`config.mk`:
```
export PLATFORM = sky130hd
export DESIGN_NAME = scba_ctrl
export DESIGN_NICKNAME = d
export VERILOG_FILES = /design/src/sv/scba_pkg.sv /design/src/sv/scba_ctrl.sv
export SDC_FILE = /design/constraint.sdc
export NUM_CORES = 1
export LEC_CHECK = 0
export BUFFER_PORTS_ARGS = -buffer_cell sky130_fd_sc_hd__buf_2
export CORE_AREA = 2 2 39 41
export CTS_CLUSTER_DIAMETER = 30
export CTS_CLUSTER_SIZE = 30
export DETAILED_ROUTE_END_ITERATION = 8
export DIE_AREA = 0 0 41 43
export GPL_ROUTABILITY_DRIVEN = 0
export PLACE_DENSITY = 0.36
export SLEW_MARGIN = 25
export SYNTH_ARGS = -nofsm -noshare
export SYNTH_HDL_FRONTEND = slang
export SYNTH_SLANG_ARGS = --single-unit
```
`constraint.sdc`:
```
create_clock -name clk_i -period 1.2 [get_ports clk_i]
set_clock_uncertainty 0.2 [all_clocks]
set_input_delay 0.24 -clock clk_i [delete_from_list [all_inputs] [get_ports clk_i]]
set_output_delay 0.24 -clock clk_i [all_outputs]
set_load 0.03 [all_outputs]
```
`src/sv/scba_pkg.sv`:
```
// shared types and constants for the size class buffer allocator
`default_nettype none
package scba_pkg;

  localparam int HANDLE_SLOTS = 64;
  localparam int STACK_DEPTH  = 256;
  localparam int CLASS_COUNT  = 4;

  localparam int SLOT_W  = $clog2(HANDLE_SLOTS);
  localparam int CNT_W   = $clog2(STACK_DEPTH + 1);
  localparam int STK_AW  = $clog2(CLASS_COUNT * STACK_DEPTH);
  localparam int CLS_W   = $clog2(CLASS_COUNT + 1);

  localparam logic [31:0] KIB4       = 32'(4 * 1024);
  localparam logic [31:0] KIB512     = 32'(512 * 1024);
  localparam logic [31:0] MIB4       = 32'(4 * 1024 * 1024);
  localparam logic [31:0] MIB12      = 32'(12 * 1024 * 1024);
  localparam logic [31:0] PAGE_MASK  = 32'd4095;
  localparam logic [31:0] POOL_RESET = 32'(1024 * 1024 * 1024);
  localparam logic [32:0] PTR_MAX    = {33{1'b1}};
  localparam logic [15:0] REFS_MAX   = 16'hFFFF;
  localparam logic [CLS_W-1:0] CLS_NONE = CLS_W'(CLASS_COUNT);

  localparam logic [2:0] ADDR_POOL_SIZE = 3'd0;

  typedef enum logic [1:0] {
    CMD_ALLOC   = 2'd0,
    CMD_RELEASE = 2'd1,
    CMD_RETAIN  = 2'd2,
    CMD_NOP     = 2'd3
  } cmd_e;

  typedef enum logic [1:0] {
    ST_OK        = 2'd0,
    ST_EXHAUSTED = 2'd1,
    ST_FULL      = 2'd2,
    ST_UNKNOWN   = 2'd3
  } status_e;

  typedef enum logic [2:0] {
    S_IDLE,
    S_LOOK,
    S_SEL,
    S_EXEC,
    S_OUT
  } state_e;

  typedef struct packed {
    logic capture;
    logic lookup;
    logic select;
    logic exec;
  } ctrl_t;

  typedef struct packed {
    logic [30:0] offset;
    logic [30:0] bytes;
    logic [15:0] refs;
  } tent_t;

endpackage
`default_nettype wire

```
`src/sv/scba_ctrl.sv`:
```
// sequencing state machine for the allocator
`default_nettype none
module scba_ctrl
  import scba_pkg::*;
(
  input  wire logic  clk_i,
  input  wire logic  rst_ni,
  input  wire logic  in_valid_i,
  output logic       in_ready_o,
  output logic       out_valid_o,
  input  wire logic  out_ready_i,
  output ctrl_t      ctrl_o
);

  state_e state_q, state_d;

  always_ff @(posedge clk_i or negedge rst_ni) begin
    if (!rst_ni) begin
      state_q <= S_IDLE;
    end else begin
      state_q <= state_d;
    end
  end

  always_comb begin
    state_d     = state_q;
    ctrl_o      = '0;
    in_ready_o  = 1'b0;
    out_valid_o = 1'b0;
    case (state_q)
      S_IDLE: begin
        in_ready_o = 1'b1;
        if (in_valid_i) begin
          ctrl_o.capture = 1'b1;
          state_d = S_LOOK;
        end
      end
      S_LOOK: begin
        ctrl_o.lookup = 1'b1;
        state_d = S_SEL;
      end
      S_SEL: begin
        ctrl_o.select = 1'b1;
        state_d = S_EXEC;
      end
      S_EXEC: begin
        ctrl_o.exec = 1'b1;
        state_d = S_OUT;
      end
      S_OUT: begin
        out_valid_o = 1'b1;
        if (out_ready_i) begin
          state_d = S_IDLE;
        end
      end
      default: begin
        state_d = S_IDLE;
      end
    endcase
  end

endmodule
`default_nettype wire

```
=== Word level (Yosys, flattened, before mapping) ===
Index checks and enable logic that the tools add are counted.
Widths: inputs -> output; s select.

* Register bits: 3
* Output and inout port bits: 6

* Eq/ne operators: 6
* Multiplexer cells: 10
* Reductions and logical operators: 2

{| class="wikitable"
|+ Operators by type and width
! cell !! count
|-
| $pmux 3 s5 || 1
|-
| $mux 1 || 7
|-
| $eq 3x2->1 const B || 2
|-
| $mux 3 || 2
|-
| $ne 2x2->1 const B || 2
|-
| $eq 3x1->1 const B || 1
|-
| $eq 3x3->1 const B || 1
|-
| $logic_not 3->1 || 1
|-
| $reduce_and 2->1 || 1
|}

=== Logic depth before layout (Yosys ltp) ===
* Word-level depth: 3
* Depth in mapped cells: 2
* Depth with buffers taken out: 2

=== Worst setup path after synthesis ===
Ideal clock, no wire load.

* Path type: register to output
* Start: register state_q[1]
* End: output port ctrl_o[3] in the netlist's numbering
* Arrival time: 1.286 ns
* Slack: -0.526 ns
* Stages on the path, launching flop included: 3
* Buffers on the path: 0
* Path through: dfrtp_1 nor3_2 and2_1

{| class="wikitable"
|+ RTL lines
! item !! line !! source
|-
| start, declared || scba_ctrl.sv:15 || <nowiki>state_e state_q, state_d;</nowiki>
|-
| start signal, assigned || scba_ctrl.sv:21 || <nowiki>state_q <= state_d;</nowiki>
|-
| end, declared || scba_ctrl.sv:12 || <nowiki>output ctrl_t ctrl_o</nowiki>
|}

==> results.py <==
metrics = {
    "outcome": {
        "status": "finished with violations",
        "violations": "setup timing",
    },
    "worst_setup_path": {
        "end_kind": "output pin",
        "slowest_stage": "dfrtp_2",
        "path_class": "flip-flop to output pin",
        "r2r-end": "state_q[2]",
        "worst-path-buf-inv": 1,
        "required_ns": 0.76,
        "crit_end": "ctrl_o[3]",
        "start_kind": "flip-flop",
        "r2r-start": "state_q[1]",
        "reg2reg_depth": 2,
        "cp_cell_sequence": "nor3_4, and2_4, buf_6",
        "rrSetupSlack_ns": 0.04,
        "cp.depth": 3,
        "path_max_fanout": 6,
        "slowest_delay_ns": 0.45,
        "startpoint": "state_q[2]",
        "cp_top_family": "flip-flops",
        "arrival_ns": 1.14,
    },
    "final_layout": {
        "nets": 37,
        "layout-drive-gt1-share_pct": 75.0,
        "mostFrequentLayoutCell": "buf_4",
        "diodes": 0,
        "largest_register": "state_q",
        "largest_reg_flops": 3,
        "largestRegisters": "state_q x3",
        "area_growth_pct": 105,
        "mostFrequentLayoutCells": "buf_4 (6), buf_2 (4), nor3b_2 (3), clkbuf_4 (3), dfrtp_2 (3)",
    },
    "yosys": {
        "yosysUniqueCellTypes": 11,
        "yosysTopAreaCellShare_pct": 46.9,
        "ys_warn_count": 0,
        "netlist_instances": 15,
        "ys_seq_elements": 3,
        "avgSynthCellArea_um2": 10.7,
        "synth-seq-area-share_pct": 46.9,
        "synthesis.nets": 19,
        "yosys.area.top_type": "dfrtp_1",
        "synth_area_leaders": "dfrtp_1 (47%), nor3b_1 (9.4%), nor3b_2 (7.8%)",
        "netlist_area_um2": 160,
    },
    "clocking": {
        "cts_tree": "done",
        "postCtsSetupBuffers": 0,
        "cts-buffers-inserted": 3,
        "htreeDepth": 1,
        "cts_num_sinks": 3,
        "clk_path_buf_depth": 2,
        "cts.root.buffer_cell": "clkbuf_4",
        "worstSkewPairLatency_ns": 0.23,
        "clk_pin_slew_worst_paths_ns": 0.03,
    },
    "sta": {
        "finalMaxSlewViolations": 0,
        "final.setup.tns_ns": -1.91,
        "grt_setup_unrepaired": "yes",
        "relSlewSlack_pct": 89.2,
        "period_minus_slack_ns": 1.58,
        "tightest_slew_ns": 0.161,
        "timing.final.ws_setup_ns": -0.380,
        "setup_viol": 6,
        "hold_viol_final": 0,
        "max_freq_ghz": 0.633,
        "min_period_over_period_pct": 132,
    },
    "pwr": {
        "worst_ir_drop_vdd_v": 0.00103,
        "power.leakage_uw": 0.000161,
        "p_per_area_nw_per_um2": 3380,
        "p_total_uw": 1110,
    },
    "hold_path": {
        "hp-class": "input pin to flip-flop",
        "holdPathStages": 3,
    },
    "routing": {
        "drc": 0,
        "dr.pass1.iters": 2,
        "viasPerCell": 3.46,
        "via_count": 166,
        "drt_iter0_drc": 2,
        "route.detailed.wl_per_inst_um": 8.71,
        "ant_nets": 0,
        "drt-total-wl_um": 418,
    },
    "floorplanning": {
        "num_rows": 14,
        "die_w_um": 41,
        "dieArea_um2": 1760,
        "chipHeight_um": 43,
        "core_area_um2": 1380,
        "start_util_pct": 11.6,
        "ios": 10,
    },
    "global_route": {
        "grt_usage_pct": 6.44,
        "grt.overflow.total": 0,
        "grt_max_degree": 7,
        "grt_antenna_before_repair": 0,
        "grt_pass1_vias": 167,
        "grt_pass1_wl_um": 696,
    },
    "place": {
        "hpwlAfterDp_um": 333,
        "port_buffers": 9,
    },
    "run": {
        "drv_cap": 0,
    },
}
==> power by group <==
part	total, uW	switching (uW)	internal (uW)
logic	653	329	324
clock network	176	51.2	125
registers	280	116	165
==> final cells by class <==
class,count,area (um2)
clock buffer,4,26.3
sequential,3,78.8
timing repair buffer,13,97.6
tap,16,20.0
inverter,1,3.75
multi-input combinational,11,101
fill,154,1060
==> worst reg2reg max path, delay by kind of cell, from the launching register on <==
| family | cells | cell delay (ns) |
|---|---|---|
| DFF | 1 | 0.45 |
| and+or+nand+nor | 1 | 0.24 |
| AOI/OAI and AO/OA | 1 | 0.15 |
==> through the flow <==
stage	hold WS (ns)	area, um2	instances	worst slack, ns	utilization [%]
floorplan	-0.256	184	15	-0.328	-
global placement	-0.166	272	43	-0.193	19.6
detailed placement	-0.159	272	43	-0.207	19.6
CTS	0.0851	328	48	-0.397	23.7
global route	0.0891	328	48	-0.462	23.7
finish	0.0885	328	48	-0.380	23.7
==> metal layers <==
layer	global-route usage [%]	up-vias	part of all wire [%]
met5	0	-	0
met4	6.00	0	0
met3	3.14	0	12
met2	8.13	10	39
met1	7.44	70	49
li1	-	86	-
==> what timing repair did <==
action                                  in CTS  in global routing
endpoints found under the setup margin       6                  7
hold buffers                                 1                  0
hold endpoints to repair                     3                  0
resized for setup                            7                  0
pin swaps                                    2                  2
==> synthesized netlist by cell type, drive strengths merged <==
| master | count |
|---|---|
| xnor2 | 1 |
| nor2 | 2 |
| nor3b | 3 |
| and3b | 1 |
| a21o | 1 |
| inv | 1 |
| and2 | 1 |
| nor3 | 2 |
| dfrtp | 3 |
==> kinds of logic after synthesis <==
logic type      count (synthesis)  synth area share, %
simple gates                    9                 40.6
xor+xnor                        1                 5.47
compound gates                  1                 4.69
flops                           3                 46.9
buf+inv                         1                 2.34
==> worst min-delay path by stage <==
stage | from | to
after floorplan | rst_ni | state_q[0]
after global placement | rst_ni | state_q[1]
after detailed placement | rst_ni | state_q[0]
after CTS | in_valid_i | state_q[0]
after global routing | out_ready_i | state_q[2]
final | out_ready_i | state_q[2]
Power figures use the tool's default switching activity.
